`src/design/aclse_pkg.sv`:
```
// ----------------------------------------------------------------------------
// aclse_pkg
// Shared types and constants for the announcement-confirmed lease selector.
// ----------------------------------------------------------------------------
package aclse_pkg;

  // Default longest accepted lease, in seconds
  localparam int unsigned MAX_LEASE_DEFAULT = 300;

  localparam logic [15:0] MIN_LEASE_SECONDS = 16'd5;
  localparam logic [4:0]  ANNOUNCE_BYTES    = 5'd18;
  localparam logic [31:0] ANNOUNCE_MAGIC    = 32'h4C4F_434E;
  localparam logic [7:0]  ANNOUNCE_VERSION  = 8'd1;
  localparam logic [1:0]  CONFIRM_COUNT     = 2'd2;

  // Port widths
  localparam int unsigned IN_TDATA_W  = 184;
  localparam int unsigned OUT_TDATA_W = 56;
  localparam int unsigned CFG_INDEX_W = 3;
  localparam int unsigned CFG_DATA_W  = 32;

  typedef enum logic [1:0] {
    OP_ANNOUNCE = 2'd0,
    OP_TICK     = 2'd1,
    OP_ASSOC    = 2'd2,
    // spare code: changes nothing, only reports the selection
    OP_UNUSED   = 2'd3
  } opcode_t;

  typedef enum logic [1:0] {
    SRC_FALLBACK   = 2'd0,
    SRC_DISCOVERED = 2'd1,
    SRC_OVERRIDE   = 2'd2
  } source_t;

  typedef enum logic [CFG_INDEX_W-1:0] {
    REG_FALLBACK_ADDR   = 3'd0,
    REG_FALLBACK_UDP    = 3'd1,
    REG_OVERRIDE_ENABLE = 3'd2,
    REG_OVERRIDE_ADDR   = 3'd3,
    REG_OVERRIDE_PORT   = 3'd4
  } reg_index_t;

  // Announcement fields that the checker inspects
  typedef struct packed {
    logic [4:0]  packet_length;
    logic [31:0] magic_word;
    logic [7:0]  version_byte;
    logic [7:0]  flag_byte;
    logic [15:0] announced_port;
    logic [15:0] lease_seconds;
    logic [31:0] trailer_word;
    logic [31:0] sender_addr;
  } ann_item_t;

  // One result item
  typedef struct packed {
    source_t     source;
    logic [31:0] selected_addr;
    logic [15:0] selected_port;
    logic        announce_valid;
    logic        discovery_confirmed;
  } result_t;

endpackage

```
`src/design/aclse_check.sv`:
```
// ----------------------------------------------------------------------------
// aclse_check
// Field-by-field validation of one received announcement.
// ----------------------------------------------------------------------------
module aclse_check #(
  parameter int unsigned MAX_LEASE_SECONDS = aclse_pkg::MAX_LEASE_DEFAULT
) (
  input  aclse_pkg::ann_item_t item,
  output logic                 ok
);
  import aclse_pkg::*;

  logic header_ok;
  logic lease_ok;
  logic sender_ok;

  always_comb begin
    header_ok = (item.packet_length == ANNOUNCE_BYTES) &&
                (item.magic_word == ANNOUNCE_MAGIC) &&
                (item.version_byte == ANNOUNCE_VERSION) &&
                (item.flag_byte == '0) &&
                (item.trailer_word == '0) &&
                (item.announced_port != '0);
    lease_ok  = (item.lease_seconds >= MIN_LEASE_SECONDS) &&
                (item.lease_seconds <= 16'(MAX_LEASE_SECONDS));
    // reject multicast (1110 prefix) and the all-zero address
    sender_ok = (item.sender_addr[31:28] != 4'b1110) && (item.sender_addr != '0);
    ok        = header_ok && lease_ok && sender_ok;
  end

endmodule

```
`src/design/announce_confirm_lease_select_unit.sv`:
```
// ----------------------------------------------------------------------------
// announce_confirm_lease_select_unit
// Collector destination selector with announcement-confirmed discovery.
// ----------------------------------------------------------------------------
// Each input item is one event: an announcement (tuser = 0), a one-second
// tick (1) or an association change (2); a code of 3 changes nothing. Every
// item yields exactly one result item carrying the selected destination:
// override if enabled, else the discovered collector while its lease runs,
// else the configured fallback. Announcements count only while associated;
// two valid ones in a row with identical address, port and nonce confirm
// discovery and load the lease countdown. The block takes one item per cycle
// while s_tready is high: all checks and the state update are a single
// level of compares between the state registers and the result register.
// A two-entry output buffer (result register plus skid register) lets an
// item be accepted while a previous result still waits; s_tready drops only
// when both entries are full. Configuration registers are written through
// cfg_wr_en / cfg_index / cfg_data and must only change while idle.
// ----------------------------------------------------------------------------
module announce_confirm_lease_select_unit #(
  parameter int unsigned MAX_LEASE_SECONDS = aclse_pkg::MAX_LEASE_DEFAULT
) (
  input  logic                               clk,
  input  logic                               rst,
  // configuration write port
  input  logic                               cfg_wr_en,
  input  logic [aclse_pkg::CFG_INDEX_W-1:0]  cfg_index,
  input  logic [aclse_pkg::CFG_DATA_W-1:0]   cfg_data,
  // input stream
  input  logic                               s_tvalid,
  output logic                               s_tready,
  // tdata, low bit up: packet_length(5) magic_word(32) version_byte(8)
  // flag_byte(8) announced_port(16) lease_seconds(16) nonce_word(32)
  // trailer_word(32) sender_addr(32) associated(1), zero pad(2)
  input  logic [aclse_pkg::IN_TDATA_W-1:0]   s_tdata,
  // tuser: opcode(2)
  input  logic [1:0]                         s_tuser,
  // output stream
  output logic                               m_tvalid,
  input  logic                               m_tready,
  // tdata, low bit up: selected_addr(32) selected_port(16) announce_valid(1)
  // discovery_confirmed(1), zero pad(6)
  output logic [aclse_pkg::OUT_TDATA_W-1:0]  m_tdata,
  // tuser: source(2)
  output logic [1:0]                         m_tuser
);
  import aclse_pkg::*;

  localparam int unsigned LEASE_W = $clog2(MAX_LEASE_SECONDS + 1);

  // configuration registers
  logic [31:0] fallback_addr;
  logic [15:0] fallback_udp;
  logic        override_enable;
  logic [31:0] override_addr;
  logic [15:0] override_port;

  // discovery state
  logic               link_associated, link_associated_next;
  logic               has_discovered, has_discovered_next;
  logic [31:0]        discovered_addr, discovered_addr_next;
  logic [15:0]        discovered_port, discovered_port_next;
  logic [LEASE_W-1:0] lease_remaining, lease_remaining_next;
  logic [31:0]        candidate_addr, candidate_addr_next;
  logic [15:0]        candidate_port, candidate_port_next;
  logic [31:0]        candidate_nonce, candidate_nonce_next;
  logic [1:0]         candidate_count, candidate_count_next;

  // output buffer
  logic    out_valid, skid_valid;
  result_t out_res, skid_res;
  result_t res_next;

  logic      in_accept, out_pop;
  opcode_t   op;
  ann_item_t ann;
  logic      ann_ok;
  logic [31:0] nonce_in;
  logic        assoc_in;
  logic        same;
  logic [1:0]  count_sum;

  assign s_tready  = !skid_valid;
  assign in_accept = s_tvalid && s_tready;
  assign out_pop   = out_valid && m_tready;

  // unpack the input item
  assign op                 = opcode_t'(s_tuser);
  assign ann.packet_length  = s_tdata[4:0];
  assign ann.magic_word     = s_tdata[36:5];
  assign ann.version_byte   = s_tdata[44:37];
  assign ann.flag_byte      = s_tdata[52:45];
  assign ann.announced_port = s_tdata[68:53];
  assign ann.lease_seconds  = s_tdata[84:69];
  assign nonce_in           = s_tdata[116:85];
  assign ann.trailer_word   = s_tdata[148:117];
  assign ann.sender_addr    = s_tdata[180:149];
  assign assoc_in           = s_tdata[181];

  aclse_check #(
    .MAX_LEASE_SECONDS (MAX_LEASE_SECONDS)
  ) u_check (
    .item (ann),
    .ok   (ann_ok)
  );

  // Event processing: next state and the result for the current item
  always_comb begin
    link_associated_next = link_associated;
    has_discovered_next  = has_discovered;
    discovered_addr_next = discovered_addr;
    discovered_port_next = discovered_port;
    lease_remaining_next = lease_remaining;
    candidate_addr_next  = candidate_addr;
    candidate_port_next  = candidate_port;
    candidate_nonce_next = candidate_nonce;
    candidate_count_next = candidate_count;
    res_next             = '0;

    same = (candidate_addr == ann.sender_addr) &&
           (candidate_port == ann.announced_port) &&
           (candidate_nonce == nonce_in);
    count_sum = same ? (candidate_count + 2'd1) : 2'd1;

    case (op)
      OP_ANNOUNCE: begin
        if (link_associated && ann_ok) begin
          res_next.announce_valid = 1'b1;
          candidate_addr_next     = ann.sender_addr;
          candidate_port_next     = ann.announced_port;
          candidate_nonce_next    = nonce_in;
          candidate_count_next    = count_sum;
          // second identical announcement in a row: confirm and load lease
          if (count_sum >= CONFIRM_COUNT) begin
            discovered_addr_next         = ann.sender_addr;
            discovered_port_next         = ann.announced_port;
            has_discovered_next          = 1'b1;
            lease_remaining_next         = ann.lease_seconds[LEASE_W-1:0];
            candidate_count_next         = '0;
            res_next.discovery_confirmed = 1'b1;
          end
        end
      end
      OP_TICK: begin
        // count down, hold at zero
        if (lease_remaining != '0) begin
          lease_remaining_next = lease_remaining - LEASE_W'(1);
        end
      end
      OP_ASSOC: begin
        link_associated_next = assoc_in;
        if (!assoc_in) begin
          has_discovered_next  = 1'b0;
          candidate_count_next = '0;
        end
      end
      default: ;
    endcase

    // destination priority: override, live discovery, fallback
    if (override_enable) begin
      res_next.source        = SRC_OVERRIDE;
      res_next.selected_addr = override_addr;
      res_next.selected_port = override_port;
    end else if (has_discovered_next && (lease_remaining_next != '0)) begin
      res_next.source        = SRC_DISCOVERED;
      res_next.selected_addr = discovered_addr_next;
      res_next.selected_port = discovered_port_next;
    end else begin
      res_next.source        = SRC_FALLBACK;
      res_next.selected_addr = fallback_addr;
      res_next.selected_port = fallback_udp;
    end
  end

  // Control state and configuration
  always_ff @(posedge clk) begin
    if (rst) begin
      fallback_addr   <= '0;
      fallback_udp    <= '0;
      override_enable <= 1'b0;
      override_addr   <= '0;
      override_port   <= '0;
      link_associated <= 1'b0;
      has_discovered  <= 1'b0;
      discovered_addr <= '0;
      discovered_port <= '0;
      lease_remaining <= '0;
      candidate_addr  <= '0;
      candidate_port  <= '0;
      candidate_nonce <= '0;
      candidate_count <= '0;
      out_valid       <= 1'b0;
      skid_valid      <= 1'b0;
    end else begin
      if (cfg_wr_en) begin
        case (reg_index_t'(cfg_index))
          REG_FALLBACK_ADDR:   fallback_addr   <= cfg_data;
          REG_FALLBACK_UDP:    fallback_udp    <= cfg_data[15:0];
          REG_OVERRIDE_ENABLE: override_enable <= cfg_data[0];
          REG_OVERRIDE_ADDR:   override_addr   <= cfg_data;
          REG_OVERRIDE_PORT:   override_port   <= cfg_data[15:0];
          default: ;
        endcase
      end
      if (in_accept) begin
        link_associated <= link_associated_next;
        has_discovered  <= has_discovered_next;
        discovered_addr <= discovered_addr_next;
        discovered_port <= discovered_port_next;
        lease_remaining <= lease_remaining_next;
        candidate_addr  <= candidate_addr_next;
        candidate_port  <= candidate_port_next;
        candidate_nonce <= candidate_nonce_next;
        candidate_count <= candidate_count_next;
      end
      // output buffer occupancy
      if (skid_valid) begin
        if (out_pop) begin
          skid_valid <= 1'b0;
        end
      end else if (in_accept) begin
        if (out_valid && !out_pop) begin
          skid_valid <= 1'b1;
        end
        out_valid <= 1'b1;
      end else if (out_pop) begin
        out_valid <= 1'b0;
      end
    end
  end

  // Output buffer payload: refill the result register from skid first
  always_ff @(posedge clk) begin
    if (skid_valid) begin
      if (out_pop) begin
        out_res <= skid_res;
      end
    end else if (in_accept) begin
      if (out_valid && !out_pop) begin
        skid_res <= res_next;
      end else begin
        out_res <= res_next;
      end
    end
  end

  assign m_tvalid = out_valid;
  assign m_tuser  = out_res.source;
  assign m_tdata  = {6'b0, out_res.discovery_confirmed, out_res.announce_valid,
                     out_res.selected_port, out_res.selected_addr};

  // A filled skid entry always sits behind a filled result register
  a_skid_behind_out: assert property (@(posedge clk) disable iff (rst)
    skid_valid |-> out_valid)
    else $error("skid entry held with empty result register");

  // Discovery can only live while the link is associated
  a_disc_needs_link: assert property (@(posedge clk) disable iff (rst)
    has_discovered |-> link_associated)
    else $error("discovered destination kept without association");

  // Candidate count never reaches the confirm threshold between items
  a_count_below: assert property (@(posedge clk) disable iff (rst)
    candidate_count < CONFIRM_COUNT)
    else $error("candidate count left at or above confirm threshold");

  // A confirming item leaves a running lease behind it
  a_confirm_loads: assert property (@(posedge clk) disable iff (rst)
    (in_accept && res_next.discovery_confirmed) |=>
      (has_discovered && (lease_remaining != '0)))
    else $error("confirmation did not load a lease");

endmodule

```
`config.mk`:
```
export PLATFORM = sky130hd
export DESIGN_NAME = announce_confirm_lease_select_unit
export DESIGN_NICKNAME = d
export VERILOG_FILES = /design/src/design/aclse_pkg.sv /design/src/design/aclse_check.sv /design/src/design/announce_confirm_lease_select_unit.sv
export SDC_FILE = /design/constraint.sdc
export NUM_CORES = 1
export LEC_CHECK = 0
export CAP_MARGIN = 0
export CORE_MARGIN = 3
export CORE_UTILIZATION = 44
export DETAILED_ROUTE_END_ITERATION = 16
export DONT_BUFFER_PORTS = 1
export SYNTH_ARGS = -nofsm -noshare
export SYNTH_HDL_FRONTEND = slang
export SYNTH_SLANG_ARGS = --single-unit
```
`constraint.sdc`:
```
create_clock -name clk -period 5.05 [get_ports clk]
set_input_delay 1.01 -clock clk [delete_from_list [all_inputs] [get_ports clk]]
set_output_delay 1.01 -clock clk [all_outputs]
set_load 0.02 [all_outputs]
```
==> results of run 1 <==
[path summary, 6_finish.rpt]
kind | depth (start not counted) | slack [ns] | to
setup / recovery | 13 | 0.77 | skid_res[20]$_DFFE_PP_
hold / removal | 2 | 0.46 | fallback_addr[4]$_SDFFE_PP0P_
setup reg to reg | 12 | 1.18 | skid_res[20]$_DFFE_PP_
hold reg to reg | 2 | 0.46 | fallback_addr[4]$_SDFFE_PP0P_
[cell type report]
cell class | instances | share of cell area, %
Tap cell | 518 | 3.34
Clock inverter | 11 | 0.381
Clock buffer | 61 | 6.08
Timing Repair Buffer | 41 | 2.43
Multi-Input combinational cell | 1629 | 46.6
Inverter | 17 | 0.329
Sequential cell | 344 | 40.9
[worst max-delay path, cell delays in order]
cell and delay [ns]:
or4b_1 0.51, nor4_1 0.45, nand4bb_1 0.20, nor4b_2 0.30
buf_4 0.17, nand4_1 0.25, buf_4 0.25, a211oi_1 0.22
o2111a_1 0.21, and3_2 0.23, buf_4 0.32, a211oi_1 0.14
or2_2 0.31
[sequential cells by signal, indices dropped and copies added (netlist names), 16 cells and up]
register         flops
discovered_port     16
discovered_addr     32
override_port       16
fallback_addr       32
m_tdata             50
override_addr       32
fallback_udp        16
candidate_nonce     32
candidate_port      16
skid_res            52
candidate_addr      32
[layer usage]
metal  share of wire, %  up-vias
met5                  0        -
met4                2.5        0
met3                8.2       85
met2                 46      524
met1                 43     7469
li1                   -     7444
[cell families (layout without fill, tap and decap cells)]
logic type / count (synthesis) / after routing / share of synthesized area (%)
compound gates: 602 / 602 / 21.4
other cells: 1 / 6 / 0.0213
simple gates: 948 / 948 / 25.5
flops: 344 / 344 / 45.0
fa+ha+maj: 1 / 1 / 0.0710
buf+inv: 187 / 130 / 4.41
xor+xnor: 63 / 63 / 3.13
mux: 9 / 9 / 0.539
[power by group]
group	switching (W)	internal, W
logic	0.000445	0.000237
clock network	0.00118	0.00161
registers	0.0000979	0.00294
[cells in the final DEF, fill, tap and decap left out, types with 5 or more instances in the layout]
cell	netlist	layout
clkinv_2	0	6
nor4_1	95	95
nand2_1	478	477
a211o_1	48	48
clkbuf_16	0	40
o22a_1	25	25
a211oi_1	53	53
a21oi_1	239	238
clkbuf_8	0	10
o211ai_1	5	5
conb_1	1	6
xor2_1	13	13
xnor2_1	50	50
nor3_1	13	13
mux2i_1	5	5
o21ai_0	116	115
nand4_1	27	27
nor4b_1	8	8
edfxtp_1	104	104
buf_12	0	13
o31ai_1	5	5
clkbuf_1	133	11
buf_4	9	28
or2_1	4	5
nand2b_1	78	77
nor2b_1	27	27
a21o_1	72	72
dfxtp_1	240	238
nor2_1	137	135
inv_1	15	15
o31a_1	25	25
nand3_1	10	9
and3_1	9	6
or2_2	24	24
[stage by stage]
step	power [W]	instances	cell area, µm²	setup slack, ns	hold slack [ns]
2_1_floorplan	0.00354	2160	17700	0.460	0.406
3_3_place_gp	0.00376	2549	18100	0.281	0.439
3_5_place_dp	0.00376	2549	18100	0.275	0.444
4_1_cts	0.00656	2621	19400	0.835	0.451
5_1_grt	0.00671	2621	19400	0.588	0.470
6_report	0.00651	2621	19400	0.771	0.455
==> impl_metrics.ini, run 1 <==
[timing]
min_period_ns = 4.28
worst_slew_pin_slew_ns = 0.989
timing.slew.headroom_pct = 34.0
fin_crit_sh_pct = 84.7
rsz0062_at_grt = false
max_freq_mhz = 234
fin_skew_ns = 0.0207
drv_slew = 0
hold_viol = 0
setup_violations = 0
tns_ns = 0

[clock_network]
cts_tree = done
cts_hold_buf = 0
cts_resized = 0
clock-sinks = 344
clockBufferDepth = 3
post-cts-setup-buffers = 0
clock_latency_ns = 0.56
cts_buffers = 40
path_clk_slew_ns = 0.06
cts_root_buf = clkbuf_16
cts.htree.levels = 2

[drt]
drt_wl_total_um = 59100
postRouteAntennaNets = 0
via_count = 15500
avgViaCountPerCell = 5.92
dr.pass1.iters = 6
drt_iter0_drc = 1422
drc = 0
wl_per_cell_um = 22.6

[floorplan]
die-area_um2 = 42500
coreArea_um2 = 39100
die_w_um = 206
initial_core_util_pct = 45.1
rows = 72
dieHeight_um = 206
ios = 286

[logic_synthesis]
synth-async-reset-ratio_pct = 0
post-synth-top-count-cell = nand2_1
yosys_most_used_dff = dfxtp_1
yosysTopAreaCellShare_pct = 27.2
ys_seq_area_share_pct = 45.0
synth_area_leaders = dfxtp_1 27%, edfxtp_1 18%, nand2_1 10%
ys_ff_latch = 344
synthTopCellsByCount = 478 x nand2_1, 240 x dfxtp_1, 239 x a21oi_1
synthCells = 2155
yosysWarnings = 0
synth_edf_count = 104
synth_area_um2 = 17600
syn_area_per_cell_um2 = 8.18
ys_types = 66
yosysTopAreaCell = dfxtp_1

[grt]
grt_max_degree = 241
antenna_found_initial = 0
grt-ovfl-total = 0
grt_use_met1_pct = 36.7
grt_pass1_vias = 14700
globalRouteTotalUtil_pct = 27.1
grtUsageMet2_pct = 43.4
grt-busiest-layer = met2
use_met3_pct = 6.38
grt_pass1_wl_um = 89400

[run_status]
status = complete, no violations

[finish]
fillers = 3652
regArea_um2 = 7930
drive_gt1_share_pct = 7.28
nNetsFinal = 2300
utilization_pct = 49.6
multiInputGateArea_um2 = 9030
area_delta_synth_final_pct = 10.0
num_antenna_cells = 0

[placed_design]
place_hpwl_um = 38900
io_buffers = 0
gp_congestion = 0.880

[power_and_ir_drop]
p_leak_nw = 7.31
irDropWorstVdd_v = 0.000211
power_density_nw_per_um2 = 335

[critical_path]
cp_max_fo = 27
timing.rr.start = candidate_nonce[27]$_SDFFE_PP0P_
worstPathArrival_ns = 4.58
critPathCaptureType = flop
crit_type = in2reg
worstPathRequired_ns = 5.35
worstSetupStartpointType = input port
startpoint = s_tdata[38]

[job]
cap_violations = 0

[min_path]
min_from = fallback_addr[4]$_SDFFE_PP0P_
hold_class = reg2reg
Note: power is estimated with default switching activity, not from simulation.
==> inputs of run 2 (changes only) <==
- clock period: 5.05 -> 3.65 ns (I/O delays scaled with it)
==> impl_metrics.ini, run 2 (synthesized netlist as in run 1, its figures left out) <==
[run_status]
status = complete, no violations

[clock_network]
cts_tree = done
clockBufferDepth = 3
clock-sinks = 344
path_clk_slew_ns = 0.06
cts.htree.levels = 2
cts_buffers = 40
cts_root_buf = clkbuf_16
clock_latency_ns = 0.57

[floorplan]
ios = 286
rows = 72
die-area_um2 = 42500
coreArea_um2 = 39100
dieHeight_um = 206
die_w_um = 206
initial_core_util_pct = 45.1

[timing]
max_freq_mhz = 283
hold_viol = 0
min_period_ns = 3.53
rsz0062_at_grt = true
worst_slew_pin_slew_ns = 0.975
drv_slew = 0
timing.slew.headroom_pct = 34.8
fin_crit_sh_pct = 96.8
setup_violations = 0
fin_skew_ns = 0.0199

[placed_design]
place_hpwl_um = 41600
io_buffers = 0
placed_cell_area_um2 = 19200
gp_congestion = 0.912

[grt]
globalRouteTotalUtil_pct = 28.5
antenna_found_initial = 3
grt_pass1_wl_um = 93500
grt_use_met1_pct = 38.2
use_met3_pct = 7.02
grt_max_degree = 241
grt_pass1_vias = 15400
grt-ovfl-total = 0
grtUsageMet2_pct = 44.6
grt-busiest-layer = met2

[critical_path]
crit_chain = or4bb_1, nor4_4, nand4bb_1, nor4b_2, nand4_1, buf_4, buf_6, mux2i_4, o21ai_4, nor3_4, buf_12, buf_12, buf_12, a211oi_1, or2_2
cp_max_fo = 8
cpMostUsedCell = buf_12
crit_type = in2reg
worstPathArrival_ns = 3.85
critPathCaptureType = flop
critPathSlowestCell = or4bb_1
worstPathRequired_ns = 3.96
slowest_delay_ns = 0.54
worstSetupStartpointType = input port

[power_and_ir_drop]
irDropWorstVdd_v = 0.000348
p_leak_nw = 8.18
p_total_w = 0.00978
power_density_nw_per_um2 = 465

[finish]
regMostFlops = skid_res
fillers = 3612
area_delta_synth_final_pct = 19.4
drive_gt1_share_pct = 14.1
regArea_um2 = 7930
layout_common_cells = 477 x nand2_1, 237 x a21oi_1, 236 x dfxtp_1
num_antenna_cells = 0
largest_reg_flops = 52
nNetsFinal = 2427
multiInputGateArea_um2 = 9210
utilization_pct = 53.8
post-route-cell-area_um2 = 21000
layout_commonest_cell = nand2_1

[drt]
drt_wl_total_um = 63400
via_count = 16400
dr.pass1.iters = 5
postRouteAntennaNets = 0
wl_per_cell_um = 23.1
drt_iter0_drc = 1454
avgViaCountPerCell = 5.97
drc = 0

[job]
cap_violations = 0

[min_path]
hold_class = in2reg
## run 2: changes by cell type in the layout (fill, tap and decap cells not counted), moves of 7 or more
| cell | change |
|---|---|
| buf_6 | +7 |
| a211oi_2 | +10 |
| buf_12 | +21 |
| a211oi_1 | -10 |
| buf_4 | +92 |
## run 2: what timing repair did
action                     4_1_cts  5_1_grt
gates cloned                     0        4
buffers inserted                 0       11
pin swaps                        0       16
resized for setup                2       53
hold buffers                     0        0
setup endpoints to repair       47       93
## run 2: final timing paths
| check | startpoint | end | slack (ns) | cells past startpoint |
|---|---|---|---|---|
| worst max-delay path | s_tdata[46] | skid_res[29]$_DFFE_PP_ | 0.12 | 15 |
| worst min-delay path | rst | candidate_addr[1]$_SDFFE_PP0P_ | 0.25 | 1 |
| worst max register to register | candidate_addr[23]$_SDFFE_PP0P_ | m_tdata[40]$_DFFE_PP_ | 0.12 | 13 |
| worst min register to register | override_addr[18]$_SDFFE_PP0P_ | override_addr[18]$_SDFFE_PP0P_ | 0.45 | 2 |
## run 2: critical path: cells and delay by family
family / cells / cell delay (ns)
simple gates: 7 / 2.03
buf+inv: 5 / 0.71
mux: 1 / 0.18
compound gates: 2 / 0.18
## run 2: per-stage QoR
| stage | setup TNS, ns | cells | setup WS, ns | hold slack [ns] |
|---|---|---|---|---|
| global placement | -36.24 | 2662 | -0.438 | 0.440 |
| floorplan | -0.943 | 2160 | -0.0365 | 0.406 |
| CTS | 0 | 2736 | 0.0220 | 0.214 |
| finish | 0 | 2750 | 0.118 | 0.247 |
| detailed placement | -49.21 | 2662 | -0.578 | 0.444 |
| global route | -0.108 | 2750 | -0.0247 | 0.222 |
## run 2: layout make-up
type / count / area share [%]
Clock buffer: 51 / 5.35
Tap cell: 518 / 3.08
Clock inverter: 23 / 1.18
Timing Repair Buffer: 168 / 8.64
Sequential cell: 344 / 37.7
Multi-Input combinational cell: 1629 / 43.8
Inverter: 17 / 0.303
## run 2: per-layer routing
metal / vias to the layer above / wire length, µm
met5: - / 46
met4: 6 / 2200
met3: 127 / 5420
met2: 642 / 28800
met1: 7927 / 26900
li1: 7702 / -
## run 2: where the power goes
part,switching [W],internal [W],leakage (nW)
Clock,0.00169,0.00254,0.679
Sequential,0.000137,0.00406,2.89
Combinational,0.000730,0.000620,4.61
==> inputs of run 3 (changes only) <==
- CORE_UTILIZATION: 44 -> 34
==> impl_metrics.ini, run 3 (synthesized netlist as in run 1, its figures left out) <==
[drt]
postRouteAntennaNets = 0
wl_per_cell_um = 23.0
drt_iter0_drc = 1403
drt_wl_total_um = 66300
avgViaCountPerCell = 5.68
dr.pass1.iters = 5
via_count = 16400
drc = 0

[power_and_ir_drop]
seq_power_share_pct = 44.3
p_sw_share_pct = 26.9
p_total_w = 0.00949
pwr-share-comb_pct = 13.6
intPower_w = 0.00694
power_density_nw_per_um2 = 451
clkPwrFrac_pct = 42.1
p_sw_w = 0.00255
p_leak_nw = 8.11
irDropWorstVdd_v = 0.000317

[critical_path]
worstSetupStartpointType = flop
critPathCaptureType = flop
worstPathArrival_ns = 3.90
worstPathRequired_ns = 3.96
crit_type = reg2reg
cp_max_fo = 9

[placed_design]
dp.cells = 2801
io_buffers = 0
gp_congestion = 0.926
place_ws_ns = -0.730
place_hpwl_um = 44800

[timing]
min_period_ns = 3.59
setup_violations = 0
drv_slew = 0
hold_viol = 0
max_freq_mhz = 278
worst_slew_pin_slew_ns = 1.13
fin_skew_ns = 0.0335
hold-worst-slack_ns = 0.267
rsz0062_at_grt = true
setup_ws_ns = 0.0584
timing.slew.headroom_pct = 24.9
fin_crit_sh_pct = 98.4

[finish]
largest_reg_flops = 52
nNetsFinal = 2414
layout_common_cells = 477 x nand2_1, 237 x a21oi_1, 235 x dfxtp_1
stdcell_count = 2889
num_antenna_cells = 0
regMostFlops = skid_res
utilization_pct = 41.5
area_delta_synth_final_pct = 19.4
drive_gt1_share_pct = 13.4
layout_commonest_cell = nand2_1

[floorplan]
die-area_um2 = 54600
initial_core_util_pct = 34.8
dieHeight_um = 234
rows = 82
die_w_um = 234
coreArea_um2 = 50700
ios = 286

[clock_network]
clock-sinks = 344
path_clk_slew_ns = 0.06
clock_latency_ns = 0.58
cts.htree.levels = 2
cts_tree = done
cts_buffers = 39
cts_root_buf = clkbuf_16
clockBufferDepth = 3

[grt]
antenna_found_initial = 0
grt_pass1_vias = 15100
grt_max_degree = 241
grt-ovfl-total = 0
grt_pass1_wl_um = 95500
globalRouteTotalUtil_pct = 22.9

[job]
cap_violations = 0

[run_status]
status = complete, no violations

[min_path]
hold_class = in2reg
run 3: stage by stage:
step	area (µm²)	setup TNS, ns
3_3_place_gp	19300	-57.28
2_1_floorplan	17700	-0.943
6_report	21100	0
5_1_grt	21100	-1.60
3_5_place_dp	19300	-66.62
4_1_cts	20600	0
run 3: timing repair:
action,CTS,global route
endpoints found under the setup margin,97,97
gates resized for setup,5,47
pin swaps,2,25
hold buffers,0,0
setup buffers,1,8
cloned,0,8
endpoints found under the hold margin,0,0
run 3: path summary, 6_finish.rpt:
path | depth (start not counted) | start | slack (ns) | endpoint
max | 14 | candidate_addr[19]$_SDFFE_PP0P_ | 0.06 | skid_res[20]$_DFFE_PP_
min | 1 | rst | 0.27 | candidate_nonce[20]$_SDFFE_PP0P_
max reg2reg | 14 | candidate_addr[19]$_SDFFE_PP0P_ | 0.06 | skid_res[20]$_DFFE_PP_
min reg2reg | 2 | fallback_udp[13]$_SDFFE_PP0P_ | 0.46 | fallback_udp[13]$_SDFFE_PP0P_
run 3: cell type report:
class	instances	area, µm²
multi-input combinational	1629	9250
clock inverter	17	178
tap	672	841
inverter	17	63.8
clock buffer	54	1090
timing repair buffer	156	1700
sequential	344	7930
fill	5008	29600
run 3: critical path, cell delays in order, from the launching register on:
cell       delay (ns)
dfxtp_1          0.32
xnor2_1          0.19
nand4_1          0.20
nor4_4           0.37
buf_4            0.17
nor3b_4          0.28
buf_4            0.16
nand4_1          0.12
o211ai_1         0.29
o311ai_4         0.21
nor3_4           0.23
buf_12           0.20
clkbuf_16        0.18
a211oi_1         0.09
or2_2            0.31
run 3: power groups by stage:
stage / clock network (W) / registers [W] / logic, W
finish: 0.00399 / 0.00421 / 0.00129
global placement: 0 / 0.00429 / 0.00104
global route: 0.00422 / 0.00422 / 0.00136
detailed placement: 0 / 0.00429 / 0.00105
CTS: 0.00406 / 0.00421 / 0.00105
floorplan: 0 / 0.00425 / 0.000683
run 3: routing by layer:
metal | track usage (%) | wire, µm | share of wire [%]
met2 | 35.9 | 29700 | 45
met3 | 5.49 | 5760 | 8.7
met4 | 10.3 | 3190 | 4.8
met1 | 30.1 | 27700 | 42
met5 | 0 | 0 | 0
